==> src/pngunf_pkg.sv <==
package pngunf_pkg;

    localparam int CFG_INDEX_W = 2;
    localparam int CFG_DATA_W  = 14;
    localparam int CFG_WIDTH_W = 11;
    localparam int HEIGHT_W    = 14;
    localparam int ROW_W       = 13;

    localparam logic [CFG_INDEX_W-1:0] CFG_IMAGE_WIDTH  = 2'd0;
    localparam logic [CFG_INDEX_W-1:0] CFG_IMAGE_HEIGHT = 2'd1;
    localparam logic [CFG_INDEX_W-1:0] CFG_COLOR_MODE   = 2'd2;

    localparam logic [1:0] MODE_GRAY = 2'd0;
    localparam logic [1:0] MODE_RGB  = 2'd1;
    localparam logic [1:0] MODE_RGBA = 2'd2;

    localparam logic [2:0] FILT_NONE  = 3'd0;
    localparam logic [2:0] FILT_SUB   = 3'd1;
    localparam logic [2:0] FILT_UP    = 3'd2;
    localparam logic [2:0] FILT_AVG   = 3'd3;
    localparam logic [2:0] FILT_PAETH = 3'd4;

    localparam logic [HEIGHT_W-1:0] HEIGHT_LIMIT = 14'd8192;
    localparam logic [7:0]          OPAQUE       = 8'hFF;

    // one byte in flight between the sequencer and the reconstruction stage
    typedef struct packed {
        logic       is_filter;
        logic       skip;
        logic       emit;
        logic       bad;
        logic       use_up;
        logic [2:0] filter;
        logic [1:0] ch;
        logic       last_row;
        logic       last_img;
        logic [7:0] data;
    } pngunf_item_t;

    // index of the last channel of a pixel; mode 3 acts as rgba
    function automatic logic [1:0] chan_last(input logic [1:0] mode);
        logic [1:0] res;
        unique case (mode)
            MODE_GRAY: res = 2'd0;
            MODE_RGB:  res = 2'd2;
            default:   res = 2'd3;
        endcase
        return res;
    endfunction

endpackage

==> src/pngunf_ctrl.sv <==
module pngunf_ctrl #(
    parameter int MAX_WIDTH = 1024
) (
    input  logic                                   clk,
    input  logic                                   rst_n,
    input  logic                                   cfg_we,
    input  logic [pngunf_pkg::CFG_INDEX_W-1:0]     cfg_index,
    input  logic [pngunf_pkg::CFG_DATA_W-1:0]      cfg_data,
    input  logic                                   in_valid,
    output logic                                   in_ready,
    input  logic [7:0]                             raw_byte,
    input  logic                                   s1_adv,
    output logic                                   item_valid,
    output pngunf_pkg::pngunf_item_t               item,
    output logic [$clog2(MAX_WIDTH*4)-1:0]         item_addr,
    output logic                                   rd_en,
    output logic [$clog2(MAX_WIDTH*4)-1:0]         rd_addr,
    output logic                                   clearing,
    output logic [$clog2(MAX_WIDTH*4)-1:0]         clr_addr,
    output logic [1:0]                             mode
);

    localparam int ROW_STORE = MAX_WIDTH * 4;
    localparam int AW        = $clog2(ROW_STORE);
    localparam int CW        = $clog2(ROW_STORE + 1);
    localparam int WW        = $clog2(MAX_WIDTH + 1);

    logic [pngunf_pkg::CFG_WIDTH_W-1:0] width_reg;
    logic [pngunf_pkg::HEIGHT_W-1:0]    height_reg;
    logic [1:0]                         mode_reg;

    logic [CW-1:0]                  col_reg, col_next;
    logic [pngunf_pkg::ROW_W-1:0]   row_reg, row_next;
    logic [1:0]                     m3_reg, m3_next;
    logic [2:0]                     filt_reg, filt_next;
    logic                           failed_reg, failed_next;

    logic                           item_valid_reg;
    pngunf_pkg::pngunf_item_t       item_reg, item_next;
    logic [AW-1:0]                  addr_reg;

    logic                           clear_reg;
    logic [AW-1:0]                  clr_addr_reg;

    logic [WW-1:0]                  eff_w;
    logic [pngunf_pkg::HEIGHT_W-1:0] eff_h;
    logic [CW-1:0]                  row_len;
    logic [CW-1:0]                  col_m1;
    logic [1:0]                     last_ch;
    logic [1:0]                     cur_ch;
    logic                           row_end;
    logic                           img_end;
    logic                           accept;

    // configuration registers
    always_ff @(posedge clk or negedge rst_n)
    begin
        if (!rst_n)
        begin
            width_reg  <= pngunf_pkg::CFG_WIDTH_W'(1);
            height_reg <= pngunf_pkg::HEIGHT_W'(1);
            mode_reg   <= pngunf_pkg::MODE_RGBA;
        end
        else if (cfg_we)
        begin
            unique case (cfg_index)
                pngunf_pkg::CFG_IMAGE_WIDTH:
                    width_reg <= cfg_data[pngunf_pkg::CFG_WIDTH_W-1:0];
                pngunf_pkg::CFG_IMAGE_HEIGHT:
                    height_reg <= cfg_data;
                pngunf_pkg::CFG_COLOR_MODE:
                    mode_reg <= cfg_data[1:0];
                default:
                    ;
            endcase
        end
    end

    // row geometry from the registers, width clamped to what the store holds, height to HEIGHT_LIMIT
    always_comb
    begin
        if (width_reg == '0)
        begin
            eff_w = WW'(1);
        end
        else if (32'(width_reg) > MAX_WIDTH)
        begin
            eff_w = WW'(MAX_WIDTH);
        end
        else
        begin
            eff_w = WW'(width_reg);
        end

        if (height_reg == '0)
        begin
            eff_h = pngunf_pkg::HEIGHT_W'(1);
        end
        else if (height_reg > pngunf_pkg::HEIGHT_LIMIT)
        begin
            eff_h = pngunf_pkg::HEIGHT_LIMIT;
        end
        else
        begin
            eff_h = height_reg;
        end

        unique case (mode_reg)
            pngunf_pkg::MODE_GRAY: row_len = CW'(eff_w);
            pngunf_pkg::MODE_RGB:  row_len = CW'(eff_w) + (CW'(eff_w) << 1);
            default:               row_len = CW'(eff_w) << 2;
        endcase
    end

    assign last_ch = pngunf_pkg::chan_last(mode_reg);
    assign col_m1  = col_reg - CW'(1);
    assign row_end = (col_reg >= row_len);
    assign img_end = row_end && ((pngunf_pkg::HEIGHT_W'(row_reg) + 14'd1) >= eff_h);

    // channel of the byte from its place in the row under the current mode
    always_comb
    begin
        unique case (mode_reg)
            pngunf_pkg::MODE_GRAY: cur_ch = 2'd0;
            pngunf_pkg::MODE_RGB:  cur_ch = m3_reg;
            default:               cur_ch = col_m1[1:0];
        endcase
    end

    assign in_ready = !clear_reg && (!item_valid_reg || s1_adv);
    assign accept   = in_valid && in_ready;

    // sequencing of one accepted byte
    always_comb
    begin
        col_next    = col_reg;
        row_next    = row_reg;
        m3_next     = m3_reg;
        filt_next   = filt_reg;
        failed_next = failed_reg;

        item_next           = '0;
        item_next.data      = raw_byte;
        item_next.filter    = filt_reg;
        item_next.ch        = cur_ch;
        item_next.use_up    = (row_reg != '0);
        item_next.skip      = failed_reg;

        if (col_reg == '0)
        begin
            item_next.is_filter = 1'b1;
            col_next            = CW'(1);
            m3_next             = '0;
            if (!failed_reg)
            begin
                if (raw_byte > 8'(pngunf_pkg::FILT_PAETH))
                begin
                    failed_next    = 1'b1;
                    item_next.bad  = 1'b1;
                    item_next.emit = 1'b1;
                end
                else
                begin
                    filt_next = raw_byte[2:0];
                end
            end
        end
        else
        begin
            item_next.emit     = !failed_reg && (cur_ch == last_ch);
            item_next.last_row = row_end;
            item_next.last_img = img_end;
            m3_next            = (m3_reg == 2'd2) ? 2'd0 : m3_reg + 2'd1;
            if (row_end)
            begin
                col_next = '0;
                if (img_end)
                begin
                    row_next    = '0;
                    failed_next = 1'b0;
                end
                else
                begin
                    row_next = row_reg + pngunf_pkg::ROW_W'(1);
                end
            end
            else
            begin
                col_next = col_reg + CW'(1);
            end
        end
    end

    always_ff @(posedge clk or negedge rst_n)
    begin
        if (!rst_n)
        begin
            col_reg        <= '0;
            row_reg        <= '0;
            m3_reg         <= '0;
            filt_reg       <= pngunf_pkg::FILT_NONE;
            failed_reg     <= 1'b0;
            item_valid_reg <= 1'b0;
        end
        else
        begin
            if (accept)
            begin
                col_reg    <= col_next;
                row_reg    <= row_next;
                m3_reg     <= m3_next;
                filt_reg   <= filt_next;
                failed_reg <= failed_next;
            end
            if (accept)
            begin
                item_valid_reg <= 1'b1;
            end
            else if (s1_adv)
            begin
                item_valid_reg <= 1'b0;
            end
        end
    end

    always_ff @(posedge clk)
    begin
        if (accept)
        begin
            item_reg <= item_next;
            addr_reg <= col_m1[AW-1:0];
        end
    end

    // zeroing sweep of the row store after reset
    always_ff @(posedge clk or negedge rst_n)
    begin
        if (!rst_n)
        begin
            clear_reg    <= 1'b1;
            clr_addr_reg <= '0;
        end
        else if (clear_reg)
        begin
            clr_addr_reg <= clr_addr_reg + AW'(1);
            if (clr_addr_reg == AW'(ROW_STORE - 1))
            begin
                clear_reg <= 1'b0;
            end
        end
    end

    assign item_valid = item_valid_reg;
    assign item       = item_reg;
    assign item_addr  = addr_reg;
    assign rd_en      = accept;
    assign rd_addr    = col_m1[AW-1:0];
    assign clearing   = clear_reg;
    assign clr_addr   = clr_addr_reg;
    assign mode       = mode_reg;

endmodule

==> config.mk <==
export PLATFORM = sky130hd
export DESIGN_NAME = pngunf_ctrl
export DESIGN_NICKNAME = d
export VERILOG_FILES = /design/src/pngunf_pkg.sv /design/src/pngunf_ctrl.sv
export SDC_FILE = /design/constraint.sdc
export NUM_CORES = 1
export LEC_CHECK = 0
export BUFFER_PORTS_ARGS = -buffer_cell sky130_fd_sc_hd__buf_2
export CORE_UTILIZATION = 50
export CTS_BUF_LIST = sky130_fd_sc_hd__clkbuf_16
export DETAILED_ROUTE_END_ITERATION = 8
export GPL_ROUTABILITY_DRIVEN = 0
export PLACE_DENSITY_LB_ADDON = 0.05
export SLEW_MARGIN = 20
export SYNTH_ARGS = -nofsm -noshare
export SYNTH_HDL_FRONTEND = slang
export SYNTH_SLANG_ARGS = --single-unit
==> constraint.sdc <==
create_clock -name clk -period 6.13 [get_ports clk]
set_clock_uncertainty 0.1 [all_clocks]
set_input_delay 1.226 -clock clk [delete_from_list [all_inputs] [get_ports clk]]
set_output_delay 1.226 -clock clk [all_outputs]
set_load 0.02 [all_outputs]
==> flow_metrics.env <==
export IMPL_outcome="complete, but fails checks"
export IMPL_violations="DRC"
export IMPL_syn_nets=655
export IMPL_grt_usage_pct=21.4
export IMPL_start_util_pct=51.2
export IMPL_power_density_nw_per_um2=362
export IMPL_hp_start="filt_reg[0]$_DFFE_PN0P_"
export IMPL_holdWs_ns=0.344
export IMPL_hold_viol=0
export IMPL_dp_hpwl_mm=9.49
export IMPL_hp_class="flop to flop"
export IMPL_fin_setup_tns_ns=0
export IMPL_final_cells=819
export IMPL_pre_cts_ws_ns=1.38
export IMPL_setup_viol=0
export IMPL_combPwrFrac_pct=37.1
export IMPL_clk_insertion_delay_late_ns=0.35
export IMPL_crit_type="flop to flop"
export IMPL_max_slew_margin_pct=37.9
export IMPL_clk_pin_slew_ns=0.08
export IMPL_ir_drop_mv=0.209
export IMPL_yosys_register_bits=105
export IMPL_final_common_cell="buf_2"
export IMPL_p_sw_uw=967
export IMPL_sw_frac_of_total_pct=38.3
export IMPL_pwr_share_seq_pct=39.4
export IMPL_chipWidth_um=113
export IMPL_grt_start_max_net_pins=74
export IMPL_synth_top_flop_cell="dfrtp_1"
export IMPL_maxSlewViolCount=0
export IMPL_wire_per_inst_um=15.6
export IMPL_fillCellCount=1050
export IMPL_syn_area_sq_um=6120
export IMPL_crit_buf_inv=1
export IMPL_row_count=40
export IMPL_start_kind="flop"
export IMPL_cts_sinks=105
export IMPL_cts_buffers=9
export IMPL_synthDominantCellAreaShare_pct=28.2
export IMPL_synth_top_cells_by_area="dfrtp_1, edfxtp_1, ha_1"
export IMPL_io_buffers=90
export IMPL_rsz0062_at_grt="false"
export IMPL_grt_pass1_wl_mm=21.4
export IMPL_fin_ws_ns=1.28
export IMPL_synth_largest_area_cell="dfrtp_1"
export IMPL_worstMarginPinSlew_ns=0.932
export IMPL_fp_coreArea_sq_um=12000
export IMPL_cts_resized=0
export IMPL_dr_pass1_iters=7
export IMPL_cts_htree_levels=3
export IMPL_power_total_mw=2.52
export IMPL_antenna_found_initial=0
export IMPL_avgSynthCellArea_sq_um=10.5
export IMPL_area_growth_pct=13.9
export IMPL_dp_cells=803
export IMPL_cts_tree="yes"
export IMPL_yosysUniqueCellTypes=62
export IMPL_vias=4645
export IMPL_drtIter0Drc=256
export IMPL_r2r_start="width_reg[10]$_DFFE_PN0P_"
export IMPL_synth_warning_count=0
export IMPL_path_delay_family="compound AO/OA/AOI/OAI gates"
export IMPL_layout_common_cells="buf_2, dfrtp_1, nand2_1"
export IMPL_insertedDiodeCount=0
export IMPL_fin_crit_sh_pct=79.1
export IMPL_nNetsFinal=738
export IMPL_path_max_fanout=15
export IMPL_grt_overflow_total=0
export IMPL_critPathSlowestCell="dfrtp_1"
export IMPL_maxCapViolations=0
export IMPL_multi_input_area_sq_um=3140
export IMPL_dieArea_sq_um=12700
export IMPL_fmax_ghz=0.206
export IMPL_cts_hold_buf=0
export IMPL_synth_seq_area_share_pct=45.6
export IMPL_avgViaCountPerCell=5.67
export IMPL_ios=91
export IMPL_clock_power_share_pct=23.6
export IMPL_die_h_um=113
export IMPL_startpoint="width_reg[10]$_DFFE_PN0P_"
export IMPL_async_flop_share_pct=69.5
export IMPL_drt_wl_total_mm=12.8
export IMPL_design_area_sq_um=6980
export IMPL_largest_reg_flops=20
export IMPL_cpPeakStageDelay_ns=0.60
export IMPL_crit_chain="inv_1, a41o_1, and2_1, ha_1, and2_1, nand3_1, a311oi_1, mux2i_1, a22oi_1, ha_1, nand2_1, or3_1, a211o_1, a31oi_4, o21ai_0, a22o_1"
export IMPL_synth_edf_count=32
export IMPL_min_period_ns=4.85
export IMPL_clk_path_buf_depth=2
export IMPL_cts_setup_buffers=0
export IMPL_seq_area_sq_um=2790
export IMPL_grt_pass1_vias=4449
export IMPL_drcViolationCount=1
export IMPL_power_leakage_nw=3.27
export IMPL_p_int_mw=1.56
export IMPL_cts_root_buf="clkbuf_16"
export IMPL_placedInstanceArea_sq_um=6670
export IMPL_final_antenna_net_count=0
export IMPL_cp_arrival_ns=4.99
export IMPL_synth_cells=584
export IMPL_required_ns=6.27
export IMPL_cp_end_kind="flop"
export IMPL_drive_above_1_share_pct=22.8
export IMPL_finish_utilization_pct=58.3
Yosys cell counts, types with 2 or more instances:
cell type  count
a211oi_1       8
and2_1         6
mux2_2        28
dfstp_2        4
a21o_1         3
o21ai_1        5
and3_1        16
nand2_2        2
or4_1          2
or3_1          2
mux2i_1        3
nor3_1        14
xor2_1        20
mux2_1         3
edfxtp_1      32
nand2b_1       3
nand2_1       63
nand3b_1       7
buf_6          3
nand4_1       14
clkbuf_1      13
a31oi_1        5
a22o_1        11
xnor2_1       28
a21oi_1       16
nor4_1         7
nand3_1       20
dfrtp_1       69
ha_1          42
nor4_4         3
nor2b_1       14
inv_1         22
nor2_1        40
nor3b_1        4
a21boi_0       2
buf_2          4
o21ai_0       21
logic make-up (layout without fill, tap and decap cells):
logic type               after synthesis  in the layout  synth area share [%]
AO/OA/AOI/OAI                         92             92                  10.5
XOR/XNOR                              48             48                  6.87
adder cells (fa/ha/maj)               42             42                  8.58
buffers and inverters                 43            131                  3.11
flip-flops                           105            105                  45.6
multiplexers                          34             34                  6.19
AND/OR/NAND/NOR                      220            220                  19.1
power by group through the flow:
| stage | combinational (mW) | sequential (mW) | clock (mW) |
|---|---|---|---|
| floorplan | 0.694 | 0.993 | 0 |
| global placement | 0.914 | 1.00 | 0 |
| detailed placement | 0.934 | 1.01 | 0 |
| CTS | 0.940 | 0.993 | 0.609 |
| global route | 1.04 | 1.01 | 0.637 |
| finish | 0.936 | 0.994 | 0.595 |
path summary, 6_finish.rpt:
check,endpoint,slack [ns],depth (start not counted)
min in group asynchronous,col_reg[7]$_DFFE_PN0P_,0.98,2
hold reg to reg,item[12]$_DFFE_PP_,0.34,0
hold / removal,item[12]$_DFFE_PP_,0.34,0
max in group asynchronous,clr_addr[7]$_DFFE_PN0P_,4.33,2
setup reg to reg,row_reg[11]$_DFFE_PN0P_,1.28,16
setup / recovery,row_reg[11]$_DFFE_PN0P_,1.28,16
layout make-up:
class	count	area share (%)
clock buffers	9	3.23
clock inverters	7	1.17
inverters	23	1.26
multi-input cells	436	45.0
flip-flops and latches	105	40.0
well taps	147	2.64
repair buffers	92	6.67
metal layers:
metal  up-vias  global-route usage [%]  wire length [um]
met2       128                    35.1              5880
met3        12                    3.51               595
met4         0                    8.09               195
li1       2282                       -                 -
met5         -                       0                 0
met1      2223                    28.5              6120
No activity file was read; power rests on OpenSTA's default activity.
