`src/pngunf_pkg.sv`:
```
package pngunf_pkg;

    localparam int CFG_INDEX_W = 2;
    localparam int CFG_DATA_W  = 14;
    localparam int CFG_WIDTH_W = 11;
    localparam int HEIGHT_W    = 14;
    localparam int ROW_W       = 13;

    localparam logic [CFG_INDEX_W-1:0] CFG_IMAGE_WIDTH  = 2'd0;
    localparam logic [CFG_INDEX_W-1:0] CFG_IMAGE_HEIGHT = 2'd1;
    localparam logic [CFG_INDEX_W-1:0] CFG_COLOR_MODE   = 2'd2;

    localparam logic [1:0] MODE_GRAY = 2'd0;
    localparam logic [1:0] MODE_RGB  = 2'd1;
    localparam logic [1:0] MODE_RGBA = 2'd2;

    localparam logic [2:0] FILT_NONE  = 3'd0;
    localparam logic [2:0] FILT_SUB   = 3'd1;
    localparam logic [2:0] FILT_UP    = 3'd2;
    localparam logic [2:0] FILT_AVG   = 3'd3;
    localparam logic [2:0] FILT_PAETH = 3'd4;

    localparam logic [HEIGHT_W-1:0] HEIGHT_LIMIT = 14'd8192;
    localparam logic [7:0]          OPAQUE       = 8'hFF;

    // one byte in flight between the sequencer and the reconstruction stage
    typedef struct packed {
        logic       is_filter;
        logic       skip;
        logic       emit;
        logic       bad;
        logic       use_up;
        logic [2:0] filter;
        logic [1:0] ch;
        logic       last_row;
        logic       last_img;
        logic [7:0] data;
    } pngunf_item_t;

    // index of the last channel of a pixel; mode 3 acts as rgba
    function automatic logic [1:0] chan_last(input logic [1:0] mode);
        logic [1:0] res;
        unique case (mode)
            MODE_GRAY: res = 2'd0;
            MODE_RGB:  res = 2'd2;
            default:   res = 2'd3;
        endcase
        return res;
    endfunction

endpackage

```
`src/pngunf_recon.sv`:
```
module pngunf_recon (
    input  logic                     clk,
    input  logic                     rst_n,
    input  logic                     item_valid,
    input  pngunf_pkg::pngunf_item_t item,
    input  logic [1:0]               mode,
    input  logic [7:0]               up_byte,
    output logic                     s1_adv,
    output logic                     wr_en,
    output logic [7:0]               wr_data,
    output logic                     out_valid,
    input  logic                     out_ready,
    output logic [7:0]               red,
    output logic [7:0]               green,
    output logic [7:0]               blue,
    output logic [7:0]               alpha,
    output logic                     last_in_row,
    output logic                     last_in_image,
    output logic                     bad_filter
);

    logic [31:0] left_reg;
    logic [31:0] upleft_reg;
    logic [23:0] pix_reg;
    logic [23:0] pix_next;

    logic        out_valid_reg;
    logic [7:0]  red_reg, green_reg, blue_reg, alpha_reg;
    logic        last_row_reg, last_img_reg, bad_reg;
    logic [7:0]  red_next, green_next, blue_next, alpha_next;

    logic [1:0]  last_ch;
    logic [7:0]  left;
    logic [7:0]  upleft;
    logic [7:0]  up;
    logic [7:0]  pred;
    logic [7:0]  paeth;
    logic [8:0]  avg_sum;
    logic [9:0]  pa, pb, pc;
    logic [7:0]  rec;

    function automatic logic [9:0] abs_diff(input logic [9:0] x, input logic [9:0] y);
        logic [9:0] d;
        d = x - y;
        return d[9] ? (10'd0 - d) : d;
    endfunction

    assign last_ch = pngunf_pkg::chan_last(mode);
    assign left    = 8'(left_reg >> {last_ch, 3'b000});
    assign upleft  = 8'(upleft_reg >> {last_ch, 3'b000});
    // first row of an image sees zeros above
    assign up      = item.use_up ? up_byte : 8'd0;

    assign avg_sum = {1'b0, left} + {1'b0, up};
    assign pa      = abs_diff({2'b00, up}, {2'b00, upleft});
    assign pb      = abs_diff({2'b00, left}, {2'b00, upleft});
    assign pc      = abs_diff({2'b00, left} + {2'b00, up}, {1'b0, upleft, 1'b0});

    always_comb
    begin
        if (pa <= pb && pa <= pc)
        begin
            paeth = left;
        end
        else if (pb <= pc)
        begin
            paeth = up;
        end
        else
        begin
            paeth = upleft;
        end

        case (item.filter)
            pngunf_pkg::FILT_SUB:   pred = left;
            pngunf_pkg::FILT_UP:    pred = up;
            pngunf_pkg::FILT_AVG:   pred = avg_sum[8:1];
            pngunf_pkg::FILT_PAETH: pred = paeth;
            default:                pred = 8'd0;
        endcase
    end

    assign rec = item.data + pred;

    always_comb
    begin
        pix_next = pix_reg;
        case (item.ch)
            2'd0:    pix_next[7:0]   = rec;
            2'd1:    pix_next[15:8]  = rec;
            2'd2:    pix_next[23:16] = rec;
            default: pix_next        = pix_reg;
        endcase

        if (item.bad)
        begin
            red_next   = 8'd0;
            green_next = 8'd0;
            blue_next  = 8'd0;
            alpha_next = 8'd0;
        end
        else if (last_ch == 2'd0)
        begin
            red_next   = rec;
            green_next = rec;
            blue_next  = rec;
            alpha_next = pngunf_pkg::OPAQUE;
        end
        else
        begin
            red_next   = pix_next[7:0];
            green_next = pix_next[15:8];
            blue_next  = pix_next[23:16];
            alpha_next = (last_ch == 2'd3) ? rec : pngunf_pkg::OPAQUE;
        end
    end

    // a byte that completes a pixel waits only while the output register is full and out_ready is low
    assign s1_adv  = item_valid && (!item.emit || !out_valid_reg || out_ready);
    assign wr_en   = s1_adv && !item.is_filter && !item.skip;
    assign wr_data = rec;

    always_ff @(posedge clk or negedge rst_n)
    begin
        if (!rst_n)
        begin
            left_reg      <= '0;
            upleft_reg    <= '0;
            pix_reg       <= '0;
            out_valid_reg <= 1'b0;
        end
        else
        begin
            if (s1_adv)
            begin
                if (item.is_filter)
                begin
                    left_reg   <= '0;
                    upleft_reg <= '0;
                    pix_reg    <= '0;
                end
                else if (!item.skip)
                begin
                    left_reg   <= {left_reg[23:0], rec};
                    upleft_reg <= {upleft_reg[23:0], up};
                    pix_reg    <= pix_next;
                end
            end
            if (s1_adv && item.emit)
            begin
                out_valid_reg <= 1'b1;
            end
            else if (out_ready)
            begin
                out_valid_reg <= 1'b0;
            end
        end
    end

    always_ff @(posedge clk)
    begin
        if (s1_adv && item.emit)
        begin
            red_reg      <= red_next;
            green_reg    <= green_next;
            blue_reg     <= blue_next;
            alpha_reg    <= alpha_next;
            last_row_reg <= item.last_row;
            last_img_reg <= item.last_img;
            bad_reg      <= item.bad;
        end
    end

    assign out_valid     = out_valid_reg;
    assign red           = red_reg;
    assign green         = green_reg;
    assign blue          = blue_reg;
    assign alpha         = alpha_reg;
    assign last_in_row   = last_row_reg;
    assign last_in_image = last_img_reg;
    assign bad_filter    = bad_reg;

endmodule

```
`config.mk`:
```
export PLATFORM = sky130hd
export DESIGN_NAME = pngunf_recon
export DESIGN_NICKNAME = d
export VERILOG_FILES = /design/src/pngunf_pkg.sv /design/src/pngunf_recon.sv
export SDC_FILE = /design/constraint.sdc
export NUM_CORES = 1
export LEC_CHECK = 0
export ABC_AREA = 1
export BUFFER_PORTS_ARGS = -buffer_cell sky130_fd_sc_hd__buf_2
export CORE_MARGIN = 2
export CORE_UTILIZATION = 30
export DETAILED_ROUTE_END_ITERATION = 7
export GPL_TIMING_DRIVEN = 0
export MAX_ROUTING_LAYER = met4
export PLACE_DENSITY = 0.5
export REMOVE_ABC_BUFFERS = 1
export SETUP_SLACK_MARGIN = 0.02
export SYNTH_ARGS = -nofsm -noshare
export SYNTH_HDL_FRONTEND = slang
export SYNTH_SLANG_ARGS = --single-unit
export TNS_END_PERCENT = 5
```
`constraint.sdc`:
```
create_clock -name clk -period 10.72 [get_ports clk]
set_input_delay 1.072 -clock clk [delete_from_list [all_inputs] [get_ports clk]]
set_output_delay 1.072 -clock clk [all_outputs]
set_load 0.01 [all_outputs]
```
==> results of run 1 <==
==> worst reg2reg max path: cells and delay by family, from the launching register on <==
family	cells	cell delay, ps
adders and majority gates	4	1590
buffers and inverters	6	680
DFF	1	320
xor gates and xnor gates	2	420
AOI/OAI and AO/OA	9	2070
and+or+nand+nor	18	2330
==> per-layer routing <==
metal,GRT usage,part of all wire,wire [um]
met1,0.230,0.50,12100
met2,0.257,0.45,10800
met3,0.0296,0.040,978
met4,0.0472,0.014,350
met5,-,0,0
==> final cells by class <==
cell class | instances | share of cell area
clock buffer | 21 | 0.0441
inverter | 195 | 0.0725
clock inverter | 11 | 0.0164
tap | 384 | 0.0470
multi-input combinational | 738 | 0.452
timing repair buffer | 83 | 0.0469
sequential | 124 | 0.321
==> path summary, 6_finish.rpt <==
path / start / endpoint / depth (start not counted) / slack (ps)
max in group asynchronous: rst_n / upleft_reg[0] / 2 / 9470
min reg2reg: pix_reg[15] / pix_reg[15] / 2 / 470
min: pix_reg[15] / pix_reg[15] / 2 / 470
min in group asynchronous: rst_n / upleft_reg[7] / 1 / 570
max: mode[1] / wr_data[7] / 41 / 940
max reg2reg: left_reg[6] / red[7] / 39 / 3040
==> cells in the mapped netlist (all sizes together), types with 9 or more instances <==
library cell / n / area, um^2
nand2: 206 / 861
inv: 195 / 734
dfrtp: 89 / 2230
o21ai: 84 / 428
a21oi: 72 / 375
ha: 70 / 876
nor2: 68 / 280
o22ai: 56 / 350
nand3: 38 / 233
edfxtp: 35 / 1050
clkbuf: 28 / 105
xor2: 23 / 201
or2: 19 / 119
nand4: 12 / 75.1
nor3: 12 / 60.1
xnor2: 10 / 95.1
fa: 9 / 180
==> power breakdown <==
group | internal (mW) | switching (mW)
sequential | 0.519 | 0.00876
clock | 0.395 | 0.218
combinational | 0.272 | 0.500
total | 1.19 | 0.727
==> kinds of logic (layout without fill, tap and decap cells) <==
kind of cell | Yosys count | in the layout | synth area share
AO/OA/AOI/OAI | 258 | 258 | 0.175
XOR/XNOR | 33 | 33 | 0.0339
adder cells (fa/ha/maj) | 79 | 79 | 0.121
buffers and inverters | 230 | 310 | 0.102
flip-flops | 124 | 124 | 0.375
other | 2 | 4 | 0.000859
AND/OR/NAND/NOR | 363 | 364 | 0.193
==> what timing repair did <==
action | in CTS | in global routing
endpoints found under the setup margin | 0 | 3
resized for setup | 0 | 8
setup buffers | 0 | 0
==> through the flow <==
step / instance area, um^2 / std cells / util / hold WS (ps) / total power, mW
2_1_floorplan: 8590 / 1056 / - / 442 / 1.10
3_3_place_gp: 9470 / 1519 / 0.330 / 455 / 1.29
3_5_place_dp: 9560 / 1523 / 0.333 / 461 / 1.31
4_1_cts: 10200 / 1555 / 0.355 / 477 / 1.93
5_1_grt: 10200 / 1556 / 0.356 / 509 / 2.06
6_report: 10200 / 1556 / 0.356 / 472 / 1.91
==> run metrics, run 1 <==
fin worst setup slack=935 ps; CP max stage cell=nor2_4; post-route setup TNS=0 ps; DR iter-0 viols=380; vias in the first global route=7240; Worst Path Buf+Inv=8; Clock Latency Late Sink=420 ps; Synth Flop Type=dfrtp_1; I/O pin cnt=80; initial antenna violation count=0; Post-Syn Area=8740 um^2; Final Slew Violations=0; DRT Pass-1 Iters=5; P_leak=4.88 nW; leading cell type in the layout, fill and taps excluded=inv_1; run status=complete, no violations; CTS tree=yes; # Max-Cap Violations=0; post-layout min period=9780 ps; drt total wl=24200 um; Num Clock Sinks=124; pwr/cell area=187 nW/um^2; vias=7473; Setup WS pre-CTS=283 ps; final estimated routing congestion in global placement=0.863; DR vias/cell=4.80; # hold bufs at CTS=0; Max VDD drop=0.123 mV; Worst Path Max Fanout=26; CP Launch Type=input port; Cell Rows=62; Final nets=1272; critical path arrival=8710 ps; CORE AREA=28700 um^2; WP data required=9650 ps; area of the multi-input gates=4620 um^2; hpwl dp=18000 um; Ys Warns=0; DRC violations left=0; clock buffer depth=2; port bufs=79; worst min-delay path category=reg -> reg; clk slew on worst S/H paths=60 ps; average cell area after synthesis=8.02 um^2; WL per Instance=15.5 um; initial core utilization=0.304; Seq/Total Area, Yosys=0.375; Total Routing Usage GR=0.169; Worst-Margin Slew=1290 ps; grt ovf=0; Setup Crit Path Kind=in -> out; ratio of cells with drive above 1 in the final layout=0.165; die area=30500 um^2; CP Capture Type=primary output; final setup vio count=0; Ant. Diodes=0; Slew Limit Headroom=0.141; Async SR Flop Fraction=0.718; RSZ-0062 raised after global routing=no; first-pass GRT wire length=39600 um; fillcell total=2993; FF+latch count, synth=124; period utilization=0.913; Synth Instances=1089; largest net degree at the start of global routing=63; Area Growth Syn to Fin=16.9%; CTS buffer count=17; Hold Vio Cnt, Final=0; Worst path max stage delay=520 ps; f_max=102 MHz; sequential cell area=3280 um^2; clock root buffer=clkbuf_16; most frequent cells in the layout=inv_1 (186), nand2_1 (179), dfrtp_1 (89); Die W=175 um; Top Family by Delay on Critical Path=simple AND/OR/NAND/NOR gates; H-tree depth=4; EDFF count, synth=35; synth unique cells=51; crit-path most repeated cell=nand3_1; final antenna-violating net count=0; final setup skew=7.70 ps; Die Height=175 um
Power figures use the tool's default switching activity.
==> run 2: changes to the inputs <==
--- a/config.mk
+++ b/config.mk
@@ -12,7 +12,7 @@
 export DETAILED_ROUTE_END_ITERATION = 7
 export GPL_TIMING_DRIVEN = 0
 export MAX_ROUTING_LAYER = met4
-export PLACE_DENSITY = 0.5
+export PLACE_DENSITY = 0.52
 export REMOVE_ABC_BUFFERS = 1
 export SETUP_SLACK_MARGIN = 0.02
 export SYNTH_ARGS = -nofsm -noshare
==> constraint.sdc (replaced) <==
create_clock -name clk -period 8 [get_ports clk]
set_input_delay 0.8 -clock clk [delete_from_list [all_inputs] [get_ports clk]]
set_output_delay 0.8 -clock clk [all_outputs]
set_load 0.01 [all_outputs]
==> run metrics, run 2 (synthesis results as in run 1) <==
Worst path max stage delay=550 ps; initial antenna violation count=0; CP Capture Type=primary output; drt total wl=25200 um; final setup vio count=0; port bufs=79; initial core utilization=0.304; P_leak=5.30 nW; Worst R2R Start=left_reg[6]; grt ovf=0; Final nets=1332; Cell Rows=62; met2 wire length=11300 um; Die W=175 um; H-tree depth=4; clock buffer depth=2; die area=30500 um^2; run status=complete, no violations; RSZ-0062 raised after global routing=yes; vias in the first global route=7324; CP Launch Type=input port; Hold Vio Cnt, Final=0; non-filler cells, final=1616; fin area=11400 um^2; CTS buffer count=17; Total Routing Usage GR=0.170; CTS tree=yes; leading cell type in the layout, fill and taps excluded=inv_1; largest net degree at the start of global routing=56; Setup Crit Path Kind=in -> out; post-layout min period=7960 ps; Max VDD drop=0.198 mV; WL per Instance=15.6 um; highest metal used=met4; Area Growth Syn to Fin=30.9%; pwr/cell area=252 nW/um^2; period utilization=0.995; most frequent cells in the layout=inv_1 (177), nand2_1 (171), dfrtp_1 (89); vias=7802; ratio of cells with drive above 1 in the final layout=0.282; critical path arrival=7160 ps; Slew Limit Headroom=0.168; CP max stage cell=fa_1; Placed Cells=1523; clock root buffer=clkbuf_16; final estimated routing congestion in global placement=0.859; Placed Area=9560 um^2; Final Slew Violations=0; f_max=126 MHz; DRC violations left=0; clk slew on worst S/H paths=60 ps; Worst-Margin Slew=1250 ps; DR vias/cell=4.83; Setup WS pre-CTS=-1810 ps; DR iter-0 viols=460; first-pass GRT wire length=39800 um; # Max-Cap Violations=0; final setup skew=12.2 ps; Clock Latency Late Sink=420 ps; DRT Pass-1 Iters=5; Die Height=175 um; CORE AREA=28700 um^2; fin worst setup slack=37.9 ps; I/O pin cnt=80; WP data required=7200 ps; met3 WL post-DR=1160 um; met1 WL=12500 um; final antenna-violating net count=0; Ant. Diodes=0; Num Clock Sinks=124; hpwl dp=17700 um; worst min-delay path category=in -> async; CP Launch Point=mode[1]; # hold bufs at CTS=0; Worst Path Max Fanout=8
## run 2: changes by cell type in the layout (fill, tap and decap cells not counted), sizes merged
cell    change
buf        +60
clkbuf      -5
clkinv      +4
bufinv      -1
inv         +1
nand2       +1
## run 2: final cells by class
| class | count | area [um^2] |
|---|---|---|
| clock buffer | 17 | 425 |
| clock inverter | 15 | 171 |
| fill | 2962 | 17300 |
| inverter | 195 | 758 |
| multi-input combinational | 739 | 5310 |
| sequential | 124 | 3280 |
| tap | 384 | 480 |
| timing repair buffer | 142 | 1020 |
## run 2: worst max-delay path: cells and delay by family
| kind | cells | cell delay (ps) |
|---|---|---|
| buf+inv | 10 | 940 |
| fa+ha+maj | 4 | 1350 |
| simple gates | 13 | 1760 |
| xor+xnor | 3 | 550 |
| compound gates | 13 | 1750 |
## run 2: worst paths after layout
kind                               end  slack (ps)  cells after the start
setup / recovery            wr_data[7]          40                     43
hold / removal               out_valid         380                      1
setup reg to reg               blue[7]        1010                     41
hold reg to reg            pix_reg[15]         470                      2
max in group asynchronous  pix_reg[22]        6970                      2
min in group clk           pix_reg[15]         470                      2
## run 2: what timing repair did
action | in CTS | in global routing
setup buffers | 41 | 17
pin swaps | 46 | 66
resized for setup | 89 | 79
setup endpoints to repair | 60 | 8
cloned | 2 | 0
## run 2: routing by layer
layer / vias to the layer above / track usage
met5: - / -
li1: 3892 / -
met4: 0 / 0.0410
met2: 200 / 0.253
met1: 3690 / 0.240
met3: 20 / 0.0318
## run 2: metrics by stage
stage	TNS, ps	utilization	power (mW)	hold slack (ps)
CTS	0	0.379	2.74	401
finish	0	0.399	2.88	385
global route	-425	0.399	3.08	428
floorplan	0	-	1.47	442
global placement	-58860	0.330	1.73	459
detailed placement	-57770	0.333	1.75	465
## run 2: power breakdown
part / leakage [nW] / switching (mW) / internal, mW
Sequential: 1.56 / 0.0124 / 0.695
Clock: 0.289 / 0.295 / 0.489
Combinational: 3.46 / 0.825 / 0.564
==> run 3: changes to the inputs <==
--- a/config.mk
+++ b/config.mk
@@ -7,12 +7,14 @@
 export LEC_CHECK = 0
 export ABC_AREA = 1
 export BUFFER_PORTS_ARGS = -buffer_cell sky130_fd_sc_hd__buf_2
+export CELL_PAD_IN_SITES_DETAIL_PLACEMENT = 1
+export CELL_PAD_IN_SITES_GLOBAL_PLACEMENT = 1
 export CORE_MARGIN = 2
 export CORE_UTILIZATION = 30
 export DETAILED_ROUTE_END_ITERATION = 7
 export GPL_TIMING_DRIVEN = 0
 export MAX_ROUTING_LAYER = met4
-export PLACE_DENSITY = 0.52
+export PLACE_DENSITY = 0.64
 export REMOVE_ABC_BUFFERS = 1
 export SETUP_SLACK_MARGIN = 0.02
 export SYNTH_ARGS = -nofsm -noshare
==> run metrics, run 3 (synthesis results as in run 1) <==
DR iter-0 viols=411; largest net degree at the start of global routing=62; clock buffer depth=2; crit-path most repeated cell=a21oi_2; grt ovf=0; Final Slew Violations=0; CP Launch Type=input port; Clk pwr share=0.283; RSZ-0062 raised after global routing=yes; die area=30500 um^2; drt total wl=28500 um; initial antenna violation count=0; switching power=1.17 mW; Ant. Diodes=0; final setup vio count=0; Worst-Margin Slew=1270 ps; final estimated routing congestion in global placement=0.848; sequential fraction of design power=0.243; Worst Path Max Fanout=13; Total Power=2.92 mW; initial core utilization=0.304; Setup Crit Path Kind=in -> out; post-layout min period=7990 ps; P_leak=5.30 nW; worst min-delay path category=in -> async; vias=8042; leading cell type in the layout, fill and taps excluded=inv_1; critical path arrival=7190 ps; non-filler cells, final=1610; DRT Pass-1 Iters=6; met2 wire length=13800 um; CTS buffer count=17; pwr/cell area=255 nW/um^2; Total Routing Usage GR=0.193; # hold bufs at CTS=0; most frequent cells in the layout=inv_1 (174), nand2_1 (172), dfrtp_1 (89); CTS tree=yes; port bufs=79; WL per Instance=17.7 um; Worst path max stage delay=330 ps; CP Capture Type=primary output; clk slew on worst S/H paths=70 ps; Die W=175 um; H-tree depth=4; vias in the first global route=8304; met3 WL post-DR=1010 um; Setup WS pre-CTS=-2140 ps; I/O pin cnt=80; Final Core Density=0.398; DR vias/cell=5.00; met1 WL=13300 um; Clock Latency Late Sink=430 ps; post-route setup TNS=0 ps; Placed Cells=1523; WP data required=7200 ps; Max VDD drop=0.152 mV; highest metal used=met4; Die Height=175 um; final antenna-violating net count=0; Cell Rows=62; clock root buffer=clkbuf_16; fin area=11400 um^2; Combinational Power Share=0.474; Final nets=1326; ratio of cells with drive above 1 in the final layout=0.277; Area Growth Syn to Fin=30.7%; CORE AREA=28700 um^2; first-pass GRT wire length=44800 um; Slew Limit Headroom=0.153; hpwl dp=19300 um; run status=complete, no violations; # Max-Cap Violations=0; DRC violations left=0; final setup skew=13.6 ps; Placed Area=9560 um^2; switching part of the total power=0.402; fin worst setup slack=8.30 ps; period utilization=0.999; Hold Vio Cnt, Final=0; CP max stage cell=ha_1; Pint=1.75 mW; hold_ws=298 ps; Num Clock Sinks=124; f_max=125 MHz
[run 3: changes by cell type in the layout (fill, tap and decap cells not counted), moves of 3 or more]
cell     change
o21ai_0      +3
buf_4        -4
xnor2_2      -3
nand2_2      -3
buf_6        -6
inv_2        +3
o21ai_1      -3
nand2_4      +3
inv_1        -3
[run 3: critical path: cells and delay by family]
family                     cells  cell delay [ps]
xor gates and xnor gates       4              630
and+or+nand+nor               13             1620
AOI/OAI and AO/OA             12             1970
adders and majority gates      4             1160
buffers and inverters         11              990
[run 3: worst paths after layout]
check	slack [ps]	cells past startpoint	end	start
setup / recovery	8	44	wr_data[7]	mode[0]
hold / removal	300	1	out_valid	rst_n
setup reg to reg	960	45	green[7]	left_reg[18]
hold reg to reg	480	2	pix_reg[15]	pix_reg[15]
max in group asynchronous	7010	2	upleft_reg[29]	rst_n
min in group clk	480	2	pix_reg[15]	pix_reg[15]
[run 3: timing repair]
item / 4_1_cts / 5_1_grt
gates cloned: 4 / 0
hold endpoints to repair: 0 / 0
pin swaps: 48 / 47
resized for setup: 103 / 52
setup endpoints to repair: 63 / 5
setup buffers: 42 / 8
[run 3: power groups by stage]
| stage | Clock (mW) | Sequential [mW] | Combinational, mW |
|---|---|---|---|
| 2_1_floorplan | 0 | 0.723 | 0.745 |
| 3_3_place_gp | 0 | 0.719 | 1.01 |
| 3_5_place_dp | 0 | 0.720 | 1.05 |
| 4_1_cts | 0.838 | 0.709 | 1.28 |
| 5_1_grt | 0.864 | 0.711 | 1.55 |
| 6_report | 0.827 | 0.708 | 1.38 |
[run 3: cell type report]
class | count | area [um^2]
fill | 3434 | 17300
multi-input combinational | 739 | 5290
sequential | 124 | 3280
timing repair buffer | 135 | 1000
inverter | 195 | 756
tap | 384 | 480
clock buffer | 18 | 429
clock inverter | 14 | 185
timing repair inverter | 1 | 6.26
[run 3: routing by layer]
metal	GRT usage	vias to the layer above
li1	-	3872
met1	0.250	4001
met2	0.319	137
met3	0.0300	32
met4	0.0448	0
met5	-	-
